===== config.mk =====
export PLATFORM = sky130hd
export DESIGN_NAME = pixel_blend_and_gain_unit_core_flat
export DESIGN_NICKNAME = d
export VERILOG_FILES = /design/src/hdl/pbg_pkg.sv /design/src/hdl/pbg_if.sv /design/src/hdl/pixel_blend_and_gain_unit_core.sv /design/src/hdl/pbg_cfg_regs.sv /design/src/hdl/pbg_front.sv /design/src/hdl/pbg_back.sv /design/src/flat_wrapper.sv
export SDC_FILE = /design/constraint.sdc
export NUM_CORES = 1
export LEC_CHECK = 0
export BUFFER_PORTS_ARGS = -buffer_cell sky130_fd_sc_hd__buf_4
export CORE_UTILIZATION = 29
export CTS_CLUSTER_DIAMETER = 100
export DETAILED_ROUTE_END_ITERATION = 10
export GPL_TIMING_DRIVEN = 0
export PLACE_DENSITY = 0.48
export SYNTH_ARGS = -nofsm -noshare
export SYNTH_HDL_FRONTEND = slang
export SYNTH_SLANG_ARGS = --single-unit

===== constraint.sdc =====
create_clock -name clk -period 8.8 [get_ports clk]
set_input_delay 2.64 -clock clk [delete_from_list [all_inputs] [get_ports clk]]
set_output_delay 2.64 -clock clk [all_outputs]
set_load 0.1 [all_outputs]

===== src/hdl/pbg_pkg.sv =====
// shared types, codes and widths for the pixel blend and gain unit
package pbg_pkg;

    localparam int TYPE_W  = 3;
    localparam int PIX_W   = 8;
    localparam int CH_W    = 2;
    localparam int GAIN_W  = 16;
    localparam int IDX_W   = 2;
    localparam int PROD_W  = GAIN_W + PIX_W;
    localparam int BLEND_W = 17;

    localparam logic [GAIN_W-1:0] GAIN_UNITY = 16'd256;
    localparam logic [PIX_W-1:0]  PIX_MAX    = 8'd255;

    typedef enum logic [TYPE_W-1:0] {
        MODE_MULTIPLY = 3'd0,
        MODE_SCREEN   = 3'd1,
        MODE_SUBTRACT = 3'd2,
        MODE_ADD      = 3'd3,
        MODE_OVERLAY  = 3'd4,
        MODE_SCALE    = 3'd5
    } mode_t;

    typedef enum logic [CH_W-1:0] {
        CH_BLUE  = 2'd0,
        CH_GREEN = 2'd1,
        CH_RED   = 2'd2
    } chan_t;

    typedef enum logic [IDX_W-1:0] {
        REG_GAIN_RED   = 2'd0,
        REG_GAIN_GREEN = 2'd1,
        REG_GAIN_BLUE  = 2'd2
    } reg_idx_t;

    typedef enum logic [1:0] {
        KIND_DIRECT,
        KIND_ROUND,
        KIND_ROUND_INV,
        KIND_SCALE
    } kind_t;

    typedef struct packed {
        logic [GAIN_W-1:0] red;
        logic [GAIN_W-1:0] green;
        logic [GAIN_W-1:0] blue;
    } gains_t;

    typedef struct packed {
        logic              valid;
        kind_t             kind;
        logic [PROD_W-1:0] prod;
        logic [PIX_W-1:0]  direct;
    } prod_stage_t;

endpackage


===== src/hdl/pbg_if.sv =====
// valid/ready channel interfaces for requests and results
interface pbg_in_if;
    logic                         valid;
    logic                         ready;
    logic [pbg_pkg::TYPE_W-1:0]   req_type;
    logic [pbg_pkg::PIX_W-1:0]    top_value;
    logic [pbg_pkg::PIX_W-1:0]    bottom_value;
    logic [pbg_pkg::CH_W-1:0]     channel_index;

    modport source (
        output valid, req_type, top_value, bottom_value, channel_index,
        input  ready
    );
    modport sink (
        input  valid, req_type, top_value, bottom_value, channel_index,
        output ready
    );
endinterface

interface pbg_out_if;
    logic                      valid;
    logic                      ready;
    logic [pbg_pkg::PIX_W-1:0] blended_value;

    modport source (
        output valid, blended_value,
        input  ready
    );
    modport sink (
        input  valid, blended_value,
        output ready
    );
endinterface


===== src/hdl/pixel_blend_and_gain_unit_core.sv =====
// top level of the pixel blend and gain unit
//
//  channel  | direction | payload
//  ---------+-----------+-----------------------------------------------------
//  req      | in        | req_type, top_value, bottom_value, channel_index
//  rsp      | out       | blended_value
//  cfg      | in        | cfg_we, cfg_index, cfg_wdata (gain red, green, blue)
//
//  one transfer per cycle in steady state while rsp is not stalled. stages are:
//  input register, multiplier into product register, divide by 255 into result
//  register. the 16x8 multiplier sets the critical path.
//  reset clears all valid flags and loads every gain with 1.0 (256).
//  a stalled result keeps the earlier stages filling; req.ready drops only
//  when all three stages hold data and rsp is stalled.
module pixel_blend_and_gain_unit_core (
    input  logic                        clk,
    input  logic                        rst_n,
    pbg_in_if.sink                      req,
    pbg_out_if.source                   rsp,
    input  logic                        cfg_we,
    input  logic [pbg_pkg::IDX_W-1:0]   cfg_index,
    input  logic [pbg_pkg::GAIN_W-1:0]  cfg_wdata
);

    pbg_pkg::gains_t       gains;
    pbg_pkg::prod_stage_t  prod_st;
    logic                  back_ready;

    pbg_cfg_regs u_cfg (
        .clk       (clk),
        .rst_n     (rst_n),
        .cfg_we    (cfg_we),
        .cfg_index (cfg_index),
        .cfg_wdata (cfg_wdata),
        .gains     (gains)
    );

    pbg_front u_front (
        .clk      (clk),
        .rst_n    (rst_n),
        .req      (req),
        .gains    (gains),
        .dn_ready (back_ready),
        .prod_st  (prod_st)
    );

    pbg_back u_back (
        .clk      (clk),
        .rst_n    (rst_n),
        .prod_st  (prod_st),
        .up_ready (back_ready),
        .rsp      (rsp)
    );

    // a free output slot lets every stage move
    a_ready_when_out_free: assert property (
        @(posedge clk) disable iff (!rst_n)
        (!rsp.valid || rsp.ready) |-> req.ready
    ) else $error("request side stalled while result slot free");

    // a stalled result with a full product stage keeps that stage full
    a_prod_held: assert property (
        @(posedge clk) disable iff (!rst_n)
        (rsp.valid && !rsp.ready && prod_st.valid) |=> prod_st.valid
    ) else $error("product stage dropped while output stalled");

    a_gain_red_write: assert property (
        @(posedge clk) disable iff (!rst_n)
        (cfg_we && cfg_index == pbg_pkg::REG_GAIN_RED) |=> (gains.red == $past(cfg_wdata))
    ) else $error("red gain write lost");

endmodule


===== src/hdl/pbg_cfg_regs.sv =====
// per-channel gain registers behind the configuration write port
module pbg_cfg_regs (
    input  logic                        clk,
    input  logic                        rst_n,
    input  logic                        cfg_we,
    input  logic [pbg_pkg::IDX_W-1:0]   cfg_index,
    input  logic [pbg_pkg::GAIN_W-1:0]  cfg_wdata,
    output pbg_pkg::gains_t             gains
);

    pbg_pkg::gains_t gains_reg;
    pbg_pkg::gains_t gains_next;

    always_comb
    begin
        gains_next = gains_reg;
        if (cfg_we)
        begin
            case (cfg_index)
                pbg_pkg::REG_GAIN_RED:   gains_next.red   = cfg_wdata;
                pbg_pkg::REG_GAIN_GREEN: gains_next.green = cfg_wdata;
                pbg_pkg::REG_GAIN_BLUE:  gains_next.blue  = cfg_wdata;
                default:                 gains_next = gains_reg;
            endcase
        end
    end

    always_ff @(posedge clk or negedge rst_n)
    begin
        if (!rst_n)
        begin
            gains_reg.red   <= pbg_pkg::GAIN_UNITY;
            gains_reg.green <= pbg_pkg::GAIN_UNITY;
            gains_reg.blue  <= pbg_pkg::GAIN_UNITY;
        end
        else
        begin
            gains_reg <= gains_next;
        end
    end

    assign gains = gains_reg;

endmodule


===== src/hdl/pbg_front.sv =====
// input register, operand selection and the shared multiplier stage
module pbg_front (
    input  logic                  clk,
    input  logic                  rst_n,
    pbg_in_if.sink                req,
    input  pbg_pkg::gains_t       gains,
    input  logic                  dn_ready,
    output pbg_pkg::prod_stage_t  prod_st
);

    logic                         in_valid_reg;
    logic [pbg_pkg::TYPE_W-1:0]   mode_reg;
    logic [pbg_pkg::PIX_W-1:0]    top_reg;
    logic [pbg_pkg::PIX_W-1:0]    bottom_reg;
    logic [pbg_pkg::CH_W-1:0]     chan_reg;

    logic                         prod_valid_reg;
    pbg_pkg::kind_t               kind_reg;
    logic [pbg_pkg::PROD_W-1:0]   prod_reg;
    logic [pbg_pkg::PIX_W-1:0]    direct_reg;

    logic                         in_ready;
    logic                         prod_ready;

    pbg_pkg::kind_t               kind_next;
    logic [pbg_pkg::GAIN_W-1:0]   op_a;
    logic [pbg_pkg::PIX_W-1:0]    op_b;
    logic [pbg_pkg::PROD_W-1:0]   prod_next;
    logic [pbg_pkg::PIX_W-1:0]    direct_next;
    logic [pbg_pkg::PIX_W:0]      sum;
    logic [pbg_pkg::GAIN_W-1:0]   gain_sel;

    assign prod_ready = !prod_valid_reg || dn_ready;
    assign in_ready   = !in_valid_reg || prod_ready;
    assign req.ready  = in_ready;

    always_comb
    begin
        case (chan_reg)
            pbg_pkg::CH_BLUE:  gain_sel = gains.blue;
            pbg_pkg::CH_GREEN: gain_sel = gains.green;
            pbg_pkg::CH_RED:   gain_sel = gains.red;
            default:           gain_sel = pbg_pkg::GAIN_UNITY;
        endcase
    end

    assign sum = {1'b0, bottom_reg} + {1'b0, top_reg};

    always_comb
    begin
        kind_next   = pbg_pkg::KIND_DIRECT;
        op_a        = '0;
        op_b        = '0;
        direct_next = '0;
        case (mode_reg)
            pbg_pkg::MODE_MULTIPLY:
            begin
                kind_next = pbg_pkg::KIND_ROUND;
                op_a      = {8'd0, top_reg};
                op_b      = bottom_reg;
            end
            pbg_pkg::MODE_SCREEN:
            begin
                kind_next = pbg_pkg::KIND_ROUND_INV;
                op_a      = {8'd0, ~top_reg};
                op_b      = ~bottom_reg;
            end
            pbg_pkg::MODE_SUBTRACT:
            begin
                direct_next = (bottom_reg > top_reg) ? (bottom_reg - top_reg) : '0;
            end
            pbg_pkg::MODE_ADD:
            begin
                direct_next = sum[pbg_pkg::PIX_W] ? pbg_pkg::PIX_MAX
                                                  : sum[pbg_pkg::PIX_W-1:0];
            end
            pbg_pkg::MODE_OVERLAY:
            begin
                if (!bottom_reg[pbg_pkg::PIX_W-1])
                begin
                    kind_next = pbg_pkg::KIND_ROUND;
                    op_a      = {7'd0, top_reg, 1'b0};
                    op_b      = bottom_reg;
                end
                else
                begin
                    kind_next = pbg_pkg::KIND_ROUND_INV;
                    op_a      = {7'd0, ~top_reg, 1'b0};
                    op_b      = ~bottom_reg;
                end
            end
            pbg_pkg::MODE_SCALE:
            begin
                kind_next = pbg_pkg::KIND_SCALE;
                op_a      = gain_sel;
                op_b      = bottom_reg;
            end
            default:
            begin
                direct_next = '0;
            end
        endcase
    end

    assign prod_next = {8'd0, op_a} * {16'd0, op_b};

    always_ff @(posedge clk or negedge rst_n)
    begin
        if (!rst_n)
        begin
            in_valid_reg   <= 1'b0;
            prod_valid_reg <= 1'b0;
        end
        else
        begin
            if (in_ready)
            begin
                in_valid_reg <= req.valid;
            end
            if (prod_ready)
            begin
                prod_valid_reg <= in_valid_reg;
            end
        end
    end

    // payload registers, no reset
    always_ff @(posedge clk)
    begin
        if (in_ready && req.valid)
        begin
            mode_reg   <= req.req_type;
            top_reg    <= req.top_value;
            bottom_reg <= req.bottom_value;
            chan_reg   <= req.channel_index;
        end
        if (prod_ready && in_valid_reg)
        begin
            kind_reg   <= kind_next;
            prod_reg   <= prod_next;
            direct_reg <= direct_next;
        end
    end

    assign prod_st.valid  = prod_valid_reg;
    assign prod_st.kind   = kind_reg;
    assign prod_st.prod   = prod_reg;
    assign prod_st.direct = direct_reg;

endmodule


===== src/hdl/pbg_back.sv =====
// divide by 255 with rounding, scale saturation and the result register
module pbg_back (
    input  logic                  clk,
    input  logic                  rst_n,
    input  pbg_pkg::prod_stage_t  prod_st,
    output logic                  up_ready,
    pbg_out_if.source             rsp
);

    logic                          out_valid_reg;
    logic [pbg_pkg::PIX_W-1:0]     out_data_reg;
    logic [pbg_pkg::PIX_W-1:0]     out_data_next;
    logic                          out_ready;

    logic [pbg_pkg::BLEND_W:0]     biased;
    logic [pbg_pkg::BLEND_W:0]     est_sum;
    logic [9:0]                    quot_est;
    logic [pbg_pkg::BLEND_W:0]     quot_x255;
    logic [pbg_pkg::BLEND_W:0]     remain;
    logic [9:0]                    quot;

    assign out_ready = !out_valid_reg || rsp.ready;
    assign up_ready  = out_ready;

    // round(x/255) as floor((x+127)/255), estimate then one correction
    assign biased    = {1'b0, prod_st.prod[pbg_pkg::BLEND_W-1:0]} + 18'd127;
    assign est_sum   = biased + (biased >> 8) + (biased >> 16);
    assign quot_est  = est_sum[17:8];
    assign quot_x255 = {quot_est, 8'd0} - {8'd0, quot_est};
    assign remain    = biased - quot_x255;
    assign quot      = (remain >= 18'd255) ? (quot_est + 10'd1) : quot_est;

    always_comb
    begin
        case (prod_st.kind)
            pbg_pkg::KIND_DIRECT:    out_data_next = prod_st.direct;
            pbg_pkg::KIND_ROUND:     out_data_next = quot[pbg_pkg::PIX_W-1:0];
            pbg_pkg::KIND_ROUND_INV: out_data_next = ~quot[pbg_pkg::PIX_W-1:0];
            pbg_pkg::KIND_SCALE:
            begin
                out_data_next = (prod_st.prod[23:16] != 8'd0) ? pbg_pkg::PIX_MAX
                                                               : prod_st.prod[15:8];
            end
            default:                 out_data_next = '0;
        endcase
    end

    always_ff @(posedge clk or negedge rst_n)
    begin
        if (!rst_n)
        begin
            out_valid_reg <= 1'b0;
        end
        else if (out_ready)
        begin
            out_valid_reg <= prod_st.valid;
        end
    end

    always_ff @(posedge clk)
    begin
        if (out_ready && prod_st.valid)
        begin
            out_data_reg <= out_data_next;
        end
    end

    assign rsp.valid         = out_valid_reg;
    assign rsp.blended_value = out_data_reg;

endmodule


===== src/flat_wrapper.sv =====
// flat-port wrapper written by rule: the top's interface ports become plain ports
module pixel_blend_and_gain_unit_core_flat 
  (clk, rst_n, cfg_we, cfg_index, cfg_wdata, req_valid, req_req_type, req_top_value, req_bottom_value, req_channel_index, req_ready, rsp_valid, rsp_blended_value, rsp_ready);
  pbg_in_if req_i ();
  pbg_out_if rsp_i ();
  input  logic clk;
  input  logic rst_n;
  input  logic cfg_we;
  input  logic [pbg_pkg::IDX_W-1:0] cfg_index;
  input  logic [pbg_pkg::GAIN_W-1:0] cfg_wdata;
  input wire logic [$bits(req_i.valid)-1:0] req_valid;
  input wire logic [$bits(req_i.req_type)-1:0] req_req_type;
  input wire logic [$bits(req_i.top_value)-1:0] req_top_value;
  input wire logic [$bits(req_i.bottom_value)-1:0] req_bottom_value;
  input wire logic [$bits(req_i.channel_index)-1:0] req_channel_index;
  output wire logic [$bits(req_i.ready)-1:0] req_ready;
  output wire logic [$bits(rsp_i.valid)-1:0] rsp_valid;
  output wire logic [$bits(rsp_i.blended_value)-1:0] rsp_blended_value;
  input wire logic [$bits(rsp_i.ready)-1:0] rsp_ready;
  assign req_i.valid = req_valid;
  assign req_i.req_type = req_req_type;
  assign req_i.top_value = req_top_value;
  assign req_i.bottom_value = req_bottom_value;
  assign req_i.channel_index = req_channel_index;
  assign req_ready = req_i.ready;
  assign rsp_valid = rsp_i.valid;
  assign rsp_blended_value = rsp_i.blended_value;
  assign rsp_i.ready = rsp_ready;
  pixel_blend_and_gain_unit_core u_core (.clk(clk), .rst_n(rst_n), .req(req_i), .rsp(rsp_i), .cfg_we(cfg_we), .cfg_index(cfg_index), .cfg_wdata(cfg_wdata));
endmodule

=== Yosys cells after proc, flatten, opt, wreduce, memory -nomap -nowiden ===
Cells that the tools add are included.

* Add/subtract/negate cells: 8
* Bitwise gates (word level): 3
* Reductions and logical operators: 18
* Muxes and demuxes: 13
* $lt $le $gt $ge: 2
* $mul: 1
* Shifts and indexed selects: 0
* Divide/modulo/power cells: 0
* Eq/ne operators: 12

{| class="wikitable"
|+ Operator list
! kind !! number
|-
| $pmux W16 S4 || 1
|-
| $pmux W16 S3 || 1
|-
| $mux W8 || 5
|-
| $pmux W8 S4 || 1
|-
| $mul A16 B8 Y24 || 1
|-
| $not A8 Y8 || 3
|-
| $pmux W8 S3 || 1
|-
| $add A17 B7 Y18 const B || 1
|-
| $add A18 B10 Y18 || 1
|-
| $add A18 B2 Y18 || 1
|-
| $ge A18 B8 Y1 const B || 1
|-
| $sub A18 B10 Y18 || 1
|-
| $sub A18 B18 Y18 || 1
|-
| $pmux W8 S2 || 1
|-
| $add A8 B8 Y9 || 1
|-
| $mux W9 || 1
|-
| $add A8 B1 Y8 const B || 1
|-
| $eq A2 B2 Y1 const B || 4
|-
| $gt A8 B8 Y1 || 1
|-
| $pmux W2 S4 || 1
|-
| $reduce_bool A8 Y1 || 1
|-
| $sub A8 B8 Y8 || 1
|-
| $eq A2 B1 Y1 const B || 3
|-
| $eq A3 B2 Y1 const B || 2
|-
| 10 further kinds || 21
|}

* Memories kept: 0
* ROM bits: 0
* Bits in writable memories: 0
* Register bits after elaboration: 114
* Bits in latches: 0
* Word-level logic and storage cells: 71

=== Longest topological paths before layout ===
Gate-level depths: netlist (run 1).

* Depth after elaboration: 9
* Mapped depth: 32

=== By module ===
Synthesis (run 1) repeated with hierarchy kept, for this count alone.

* Cells, all modules: 1,296
* Area, all modules: 12,279.3 µm²

{| class="wikitable"
|+ By module, submodules not included
! module !! cells each !! seq. area each (µm²) !! instances !! area each (µm²)
|-
| pbg_front || 828 || 1,701.6 || 1 || 7,566.0
|-
| pbg_back || 366 || 265.3 || 1 || 2,894.0
|-
| pbg_cfg_regs || 102 || 1,204.9 || 1 || 1,819.2
|}

=== Least setup slack after synthesis (run 1) ===
No wires, ideal clock.

* Path kind: reg2reg
* Start point: register u_core.u_front.prod_reg[4] (netlist bit)
* End point: register u_core.u_back.out_data_reg (netlist bit u_core.u_back.rsp.blended_value[1]) (data pin)
* Clock period less this slack: 7,257 ps
* Setup slack: 1,543 ps
* Cell stages (with the launch flop): 30
* Data arrival time: 6,999 ps
* Buffers on the path: 0
* Cell sequence: edfxtp_1 or4_4 o31a_1 and3_2 xnor2_2 inv_1 ha_1 ha_1 a21o_1 a21o_1 o21ai_0 a31oi_4 a21o_2 a31o_2 ha_1 inv_1 ha_1 inv_1 ha_1 a21o_1 a31oi_1 o21a_1 a31oi_1 xnor2_1 or4_1 nor4_1 nand2_2 mux2i_1 mux2i_1 o21ai_1

* Cells in the longest elaborated chain, start to end: 9
* Elaborated cells between the ends (all ways): 10
* Those cells by class: add/sub: 6; order compare: 1; mux: 2; bitwise: 1

{| class="wikitable"
|+ RTL lines
! element !! RTL line !! source
|-
| from (decl) || pbg_front.sv:19 || <nowiki>logic [pbg_pkg::PROD_W-1:0] prod_reg;</nowiki>
|-
| from (signal assigned) || pbg_front.sv:140 || <nowiki>prod_reg <= prod_next;</nowiki>
|-
| $add A17 B7 Y18 (*) || pbg_back.sv:26 || <nowiki>assign biased = {1'b0, prod_st.prod[pbg_pkg::BLEND_W-1:0]} + 18'd127;</nowiki>
|-
| $add A18 B10 Y18 || pbg_back.sv:27 || <nowiki>assign est_sum = biased + (biased >> 8) + (biased >> 16);</nowiki>
|-
| $add A18 B2 Y18 || pbg_back.sv:27 ||
|-
| $sub A18 B10 Y18 || pbg_back.sv:29 || <nowiki>assign quot_x255 = {quot_est, 8'd0} - {8'd0, quot_est};</nowiki>
|-
| $sub A18 B18 Y18 || pbg_back.sv:30 || <nowiki>assign remain = biased - quot_x255;</nowiki>
|-
| $ge A18 B8 Y1 || pbg_back.sv:31 || <nowiki>assign quot = (remain >= 18'd255) ? (quot_est + 10'd1) : quot_est;</nowiki>
|-
| $mux W8 (*) || pbg_back.sv:31 ||
|-
| $not A8 Y8 || pbg_back.sv:38 || <nowiki>pbg_pkg::KIND_ROUND_INV: out_data_next = ~quot[pbg_pkg::PIX_W-1:0];</nowiki>
|-
| $pmux W8 S4 (*) || pbg_back.sv:35 || <nowiki>case (prod_st.kind)</nowiki>
|-
| named net u_core.u_back.out_data_next (one bit) || pbg_back.sv:12 || <nowiki>logic [pbg_pkg::PIX_W-1:0] out_data_next;</nowiki>
|-
| to (signal assigned) || pbg_back.sv:64 || <nowiki>out_data_reg <= out_data_next;</nowiki>
|-
| to (decl) || pbg_back.sv:11 || <nowiki>logic [pbg_pkg::PIX_W-1:0] out_data_reg;</nowiki>
|}

Mark *: on every way through the listed nets, which the timed path passes. The rest lies on a longest branch.
A chain may end at the register's enable or synchronous reset.

=== Worst setup path after layout (run 1) ===
* Start point: register u_core.u_front.prod_reg[4] (netlist bit)
* End point: register u_core.u_back.out_data_reg (netlist bit u_core.u_back.rsp.blended_value[6]) (data pin)

Same word-level chain as after synthesis.

==> flow_summary.ini, run 1 <==
[synthesis]
syn_nets = 1458
synth_compound_area_share_pct = 12.1
synth_top_cell_area_share_pct = 16.3
syn_area_um2 = 11600
async_flop_share_pct = 44.7
synthSimpleGateAreaFrac_pct = 15.4
synth_fa_ha_area_share_pct = 27.3
synth_top_family_by_area = adder cells
synth_flop_cell = edfxtp_1
synth_area_leaders = edfxtp_1, fa_1, ha_1
synth_warnings = 0
ys_seq_area_share_pct = 27.3
syn_inst = 1214
ys_types = 78
synth_top_area_cell = edfxtp_1
synth_seq_cells = 114
avgSynthCellArea_um2 = 9.57
synth_enable_flop_cells = 63
yosys.area_share.xor_xnor_pct = 5.18
synthMuxAreaShare_pct = 6.86

[floorplanning]
ios = 54
start_util_pct = 29.7
die_w_um = 202
die-height_um = 202
coreArea_um2 = 39100
rows = 72
die_area_um2 = 40900

[critical_path]
cp-end-kind = flop
rr_worst_depth = 29
slowest_stage = or4_4
max_stage_delay_ns = 0.57
cp_num_buf_inv = 3
crit_required_ns = 8.97
crit_start = u_core.u_front.prod_reg[4]
worstReg2RegEnd = u_core.u_back.rsp.blended_value[6]
r2r_slack_ns = 0.62
crit_path_start_kind = flop
cp.arrival_ns = 8.35
path_max_fanout = 8
crit_type = flop to flop
rr_startpoint = u_core.u_front.prod_reg[4]
cpMostUsedCell = ha_1
path_delay_family = compound AO/OA/AOI/OAI gates

[final_layout]
final_cell_mix = inv_1, nand2_1, ha_1
nFillCells = 4067
finalNetCount = 1531
register_area_um2 = 3170
fin_util_pct = 34.0
multi_input_area_um2 = 7770
diodes = 0
layout-drive-gt1-share_pct = 12.8
area_growth_pct = 14.3
largest_reg_flops = 48
layout_commonest_cell = inv_1

[drt]
drc = 0
wl_um = 28600
num_vias = 8682
ant_nets = 0
viasPerCell = 4.78
first_pass_iters = 5
wl_per_cell_um = 15.7
drtIter0Drc = 374

[power]
total_power_mw = 3.19
leakagePower_nw = 6.06
pwr-share-seq_pct = 23.0
netSwitchingPower_mw = 1.36
combPwrFrac_pct = 54.7
p_int_mw = 1.83
pwr-share-clk_pct = 22.3
switching_share_pct = 42.6
power_density_nw_per_um2 = 240
peakVddDrop_mv = 0.171

[sta]
skew_ns = 0.0104
finalCriticalPeriod_ns = 8.18
setup_tns_ns = 0
whs_ns = 0.478
setup_viol = 0
fmax_mhz = 122
hold_violations = 0
period_share_pct = 93.0
slew_violations = 0
worstMarginPinSlew_ns = 1.13
rsz0062_at_grt = false
slew_headroom_pct = 23.3

[hold_path]
hold_path.startpoint = u_core.u_front.in_valid_reg
hold-path-endpoint = u_core.u_front.prod_valid_reg
hold_class = flop to flop
hold_depth = 1

[cts]
cts_setup_buffers = 0
clk_latency_ns = 0.42
cts_tree = yes
clockBufferDepth = 2
cts.sinks = 114
numCtsBuffers = 17
cts_root_buf = clkbuf_16
clkSlewWorstSetupHoldPaths_ns = 0.06
cts-htree-levels = 4

[global_routing]
overflow = 0
grt_max_degree = 52
antenna_found_initial = 0
grt_pass1_vias = 8946
grt_use_total_pct = 14.3
grt_pass1_wl_um = 46500

[placed_design]
portBuffers = 53
gp_congestion = 0.857
dp_hpwl_um = 23300

[run_status]
status = finished clean

[job]
cap_viol_max_count = 0
worst max path at each step:
stage | end | slack, ns | cells after the start
6_report | u_core.u_back.rsp.blended_value[6] | 0.62 | 29
5_1_grt | u_core.u_back.rsp.blended_value[5] | 0.08 | 30
4_1_cts | u_core.u_back.rsp.blended_value[5] | 0.37 | 29
3_5_place_dp | u_core.u_back.rsp.blended_value[5] | 0.39 | 29
3_3_place_gp | u_core.u_back.rsp.blended_value[5] | 0.06 | 27
2_1_floorplan | u_core.u_back.rsp.blended_value[1] | 1.54 | 29
layout make-up:
class                   count  area share [%]
repair buffers             54            3.03
clock buffers              24            3.80
clock inverters             8           0.726
plain buffers              32           0.961
well taps                 518            4.88
flip-flops and latches    114            23.9
multi-input cells         921            58.5
inverters                 147            4.16
cells by family (layout without fill, tap and decap cells):
family                     after synthesis  after routing
adders and majority gates              200            200
muxes                                   73             73
DFF                                    114            114
xor gates and xnor gates                67             67
buffers and inverters                  179            265
and+or+nand+nor                        375            375
AOI/OAI and AO/OA                      206            206
metrics by stage:
step / cell area, um2 / worst slack, ns / cells
CTS: 13300 / 0.368 / 1818
global route: 13300 / 0.0771 / 1818
finish: 13300 / 0.620 / 1818
floorplan: 11600 / 1.54 / 1214
global placement: 12700 / 0.0621 / 1785
detailed placement: 12700 / 0.386 / 1786
what timing repair did:
| action | CTS | global route |
|---|---|---|
| hold buffers | 0 | 0 |
| setup endpoints to repair | 0 | 7 |
| gates resized for setup | 0 | 1 |
metal layers:
layer	global-route usage [%]	wire, um	share of wire, %	vias to the layer above
li1	-	-	-	4320
met1	18.8	13500	47	4203
met2	24.5	13800	48	133
met3	1.68	730	2.6	26
met4	4.30	467	1.6	0
met5	0	0	0	-
synth_stat cells, types with 42 or more instances:
| master | number |
|---|---|
| inv_1 | 146 |
| nand2_1 | 131 |
| ha_1 | 111 |
| nor2_1 | 93 |
| fa_1 | 89 |
| edfxtp_1 | 63 |
| mux2_2 | 49 |
| dfrtp_1 | 48 |
| xnor2_1 | 48 |
| o21ai_0 | 45 |
| a21oi_1 | 42 |
power groups by stage:
| stage | Combinational, mW | Sequential [mW] | Clock (mW) |
|---|---|---|---|
| floorplan | 1.25 | 0.813 | 0 |
| detailed placement | 1.74 | 0.746 | 0 |
| finish | 1.75 | 0.734 | 0.713 |
| global placement | 1.72 | 0.744 | 0 |
| global route | 1.95 | 0.746 | 0.750 |
| CTS | 1.75 | 0.737 | 0.728 |
worst register-to-register path, delay by kind of cell, from the launching register on:
kind,cells,cell delay [ns]
adder cells (fa/ha/maj),5,1.70
AND/OR/NAND/NOR,3,1.18
multiplexers,1,0.22
buffers and inverters,3,0.36
AO/OA/AOI/OAI,14,3.17
flip-flops,1,0.44
XOR/XNOR,3,0.88
Note: power is estimated with default switching activity, not from simulation.
==> run 2: changes to the inputs <==
--- a/config.mk
+++ b/config.mk
@@ -5,6 +5,7 @@
 export SDC_FILE = /design/constraint.sdc
 export NUM_CORES = 1
 export LEC_CHECK = 0
+export ABC_AREA = 1
 export BUFFER_PORTS_ARGS = -buffer_cell sky130_fd_sc_hd__buf_4
 export CORE_UTILIZATION = 29
 export CTS_CLUSTER_DIAMETER = 100
==> flow_summary.ini, run 2 <==
[run_status]
status = finished clean

[drt]
met1_length_um = 14600
viasPerCell = 4.48
drtIter0Drc = 398
first_pass_iters = 5
num_vias = 9662
route.met2.wl_um = 14800
ant_nets = 0
wl_per_cell_um = 14.2
routed.top_layer = met4
drc = 0
wl_met3_um = 639
wl_um = 30500

[final_layout]
largest_reg_flops = 48
final_cell_mix = nand2_1, inv_1, ha_1
finalNetCount = 1855
layout_commonest_cell = nand2_1
nFillCells = 4391
area_growth_pct = 13.6
multi_input_area_um2 = 7500
layout-drive-gt1-share_pct = 8.19
diodes = 0
register_area_um2 = 3170

[power]
power_density_nw_per_um2 = 314
total_power_mw = 4.27
leakagePower_nw = 7.31
peakVddDrop_mv = 0.198

[synthesis]
synthSimpleGateAreaFrac_pct = 22.6
post-synth-top-count-cell = nand2_1
yosys.area_share.xor_xnor_pct = 3.59
synth_warnings = 0
synthMuxAreaShare_pct = 0
syn_area_um2 = 12000
ys_types = 47
avgSynthCellArea_um2 = 7.77
synth_flop_cell = edfxtp_1
async_flop_share_pct = 44.7
syn_inst = 1539
synth_top_family_by_area = adder cells
synth_top_area_cell = edfxtp_1
synth_top_cell_area_share_pct = 15.8
synth_fa_ha_area_share_pct = 26.5
syn_nets = 1783
synth_seq_cells = 114
synth_enable_flop_cells = 63
ys_seq_area_share_pct = 26.5
synth_area_leaders = edfxtp_1, fa_1, nand2_1
synth_compound_area_share_pct = 10.1
synth_top_cells_by_count = nand2_1, inv_1, ha_1

[cts]
clkSlewWorstSetupHoldPaths_ns = 0.06
cts_tree = yes
clk_latency_ns = 0.43
cts_root_buf = clkbuf_16
numCtsBuffers = 17
clockBufferDepth = 2
cts.sinks = 114
cts_resized = 0
cts-htree-levels = 4
cts_hold_buf = 0
cts_setup_buffers = 0

[floorplanning]
start_util_pct = 29.3
die-height_um = 205
die_area_um2 = 42000
rows = 74
ios = 54
die_w_um = 205
coreArea_um2 = 40700

[global_routing]
antenna_found_initial = 0
grt_pass1_wl_um = 50600
grt_use_total_pct = 15.3
grt_max_degree = 52
grt_pass1_vias = 9914
overflow = 0

[critical_path]
cp.arrival_ns = 7.45
cp-end-kind = flop
crit_start = u_core.u_front.mode_reg[1]
crit_path_start_kind = flop
crit_required_ns = 8.98
max_stage_delay_ns = 0.57
slowest_stage = fa_1
path_delay_family = adder cells
cp_num_buf_inv = 5
crit_type = flop to flop
path_max_fanout = 10
rr_startpoint = u_core.u_front.mode_reg[1]
cpMostUsedCell = nand2_1

[sta]
finalCriticalPeriod_ns = 7.27
slew_headroom_pct = 21.0
skew_ns = 0.0141
fmax_mhz = 138
setup_tns_ns = 0
rsz0062_at_grt = false
period_share_pct = 82.6
hold_violations = 0
setup_viol = 0
slew_violations = 0
worstMarginPinSlew_ns = 1.18

[placed_design]
dp_hpwl_um = 25100
gp_congestion = 0.845
portBuffers = 53

[job]
cap_viol_max_count = 0

[hold_path]
hold_class = flop to flop
hold_path.startpoint = u_core.u_front.prod_valid_reg
[run 2: changes by cell type after synthesis, sizes merged, moves of 23 or more]
cell | previous run | this run
mux2i | 23 | 0
and2 | 26 | 1
inv | 146 | 317
nand2 | 132 | 430
nand3 | 19 | 58
o21ai | 52 | 102
xnor2 | 49 | 12
mux2 | 50 | 0
[run 2: layout make-up]
cell class	instances	area share, %
buffer	23	0.691
clock buffer	19	3.42
clock inverter	13	0.700
inverter	317	8.76
multi-input combinational	1085	55.2
sequential	114	23.4
tap	532	4.90
timing repair buffer	53	2.93
[run 2: path summary, 6_finish.rpt]
check	to	cells past startpoint	slack, ns
setup / recovery	u_core.u_front.prod_reg[21]	33	1.53
hold / removal	u_core.u_back.rsp.valid	2	0.46
setup reg to reg	u_core.u_front.prod_reg[21]	33	1.53
hold reg to reg	u_core.u_back.rsp.valid	2	0.46
max in group asynchronous	u_core.u_front.in_valid_reg	1	6.08
min in group asynchronous	u_core.u_cfg.gains[10]	1	2.25
[run 2: logic make-up after synthesis]
logic type	count (synthesis)
flops	114
simple gates	626
compound gates	213
buf+inv	340
fa+ha+maj	200
xor+xnor	46
[run 2: through the flow]
step | utilization, % | cell area, um2 | instances | worst slack (ns) | hold slack (ns)
after floorplan | - | 12000 | 1539 | 2.68 | 0.433
after global placement | 32.0 | 13000 | 2124 | 1.52 | 0.448
after detailed placement | 32.0 | 13000 | 2124 | 1.45 | 0.453
after CTS | 33.3 | 13600 | 2156 | 1.44 | 0.467
after global routing | 33.3 | 13600 | 2156 | 0.858 | 0.494
final | 33.3 | 13600 | 2156 | 1.53 | 0.461
[run 2: per-layer routing]
layer | track usage, % | up-vias
met5 | 0 | -
met4 | 4.84 | 0
met3 | 1.54 | 26
met2 | 26.7 | 127
met1 | 19.7 | 4494
li1 | - | 5015
[run 2: worst min-delay path, delay by kind of cell, from the launching register on]
family        cells  cell delay (ns)
buf+inv           1             0.05
simple gates      1             0.06
flops             1             0.32
[run 2: report_power, final]
| group | internal [mW] | switching, mW |
|---|---|---|
| clock network | 0.386 | 0.270 |
| registers | 0.709 | 0.0808 |
| logic | 0.993 | 1.83 |
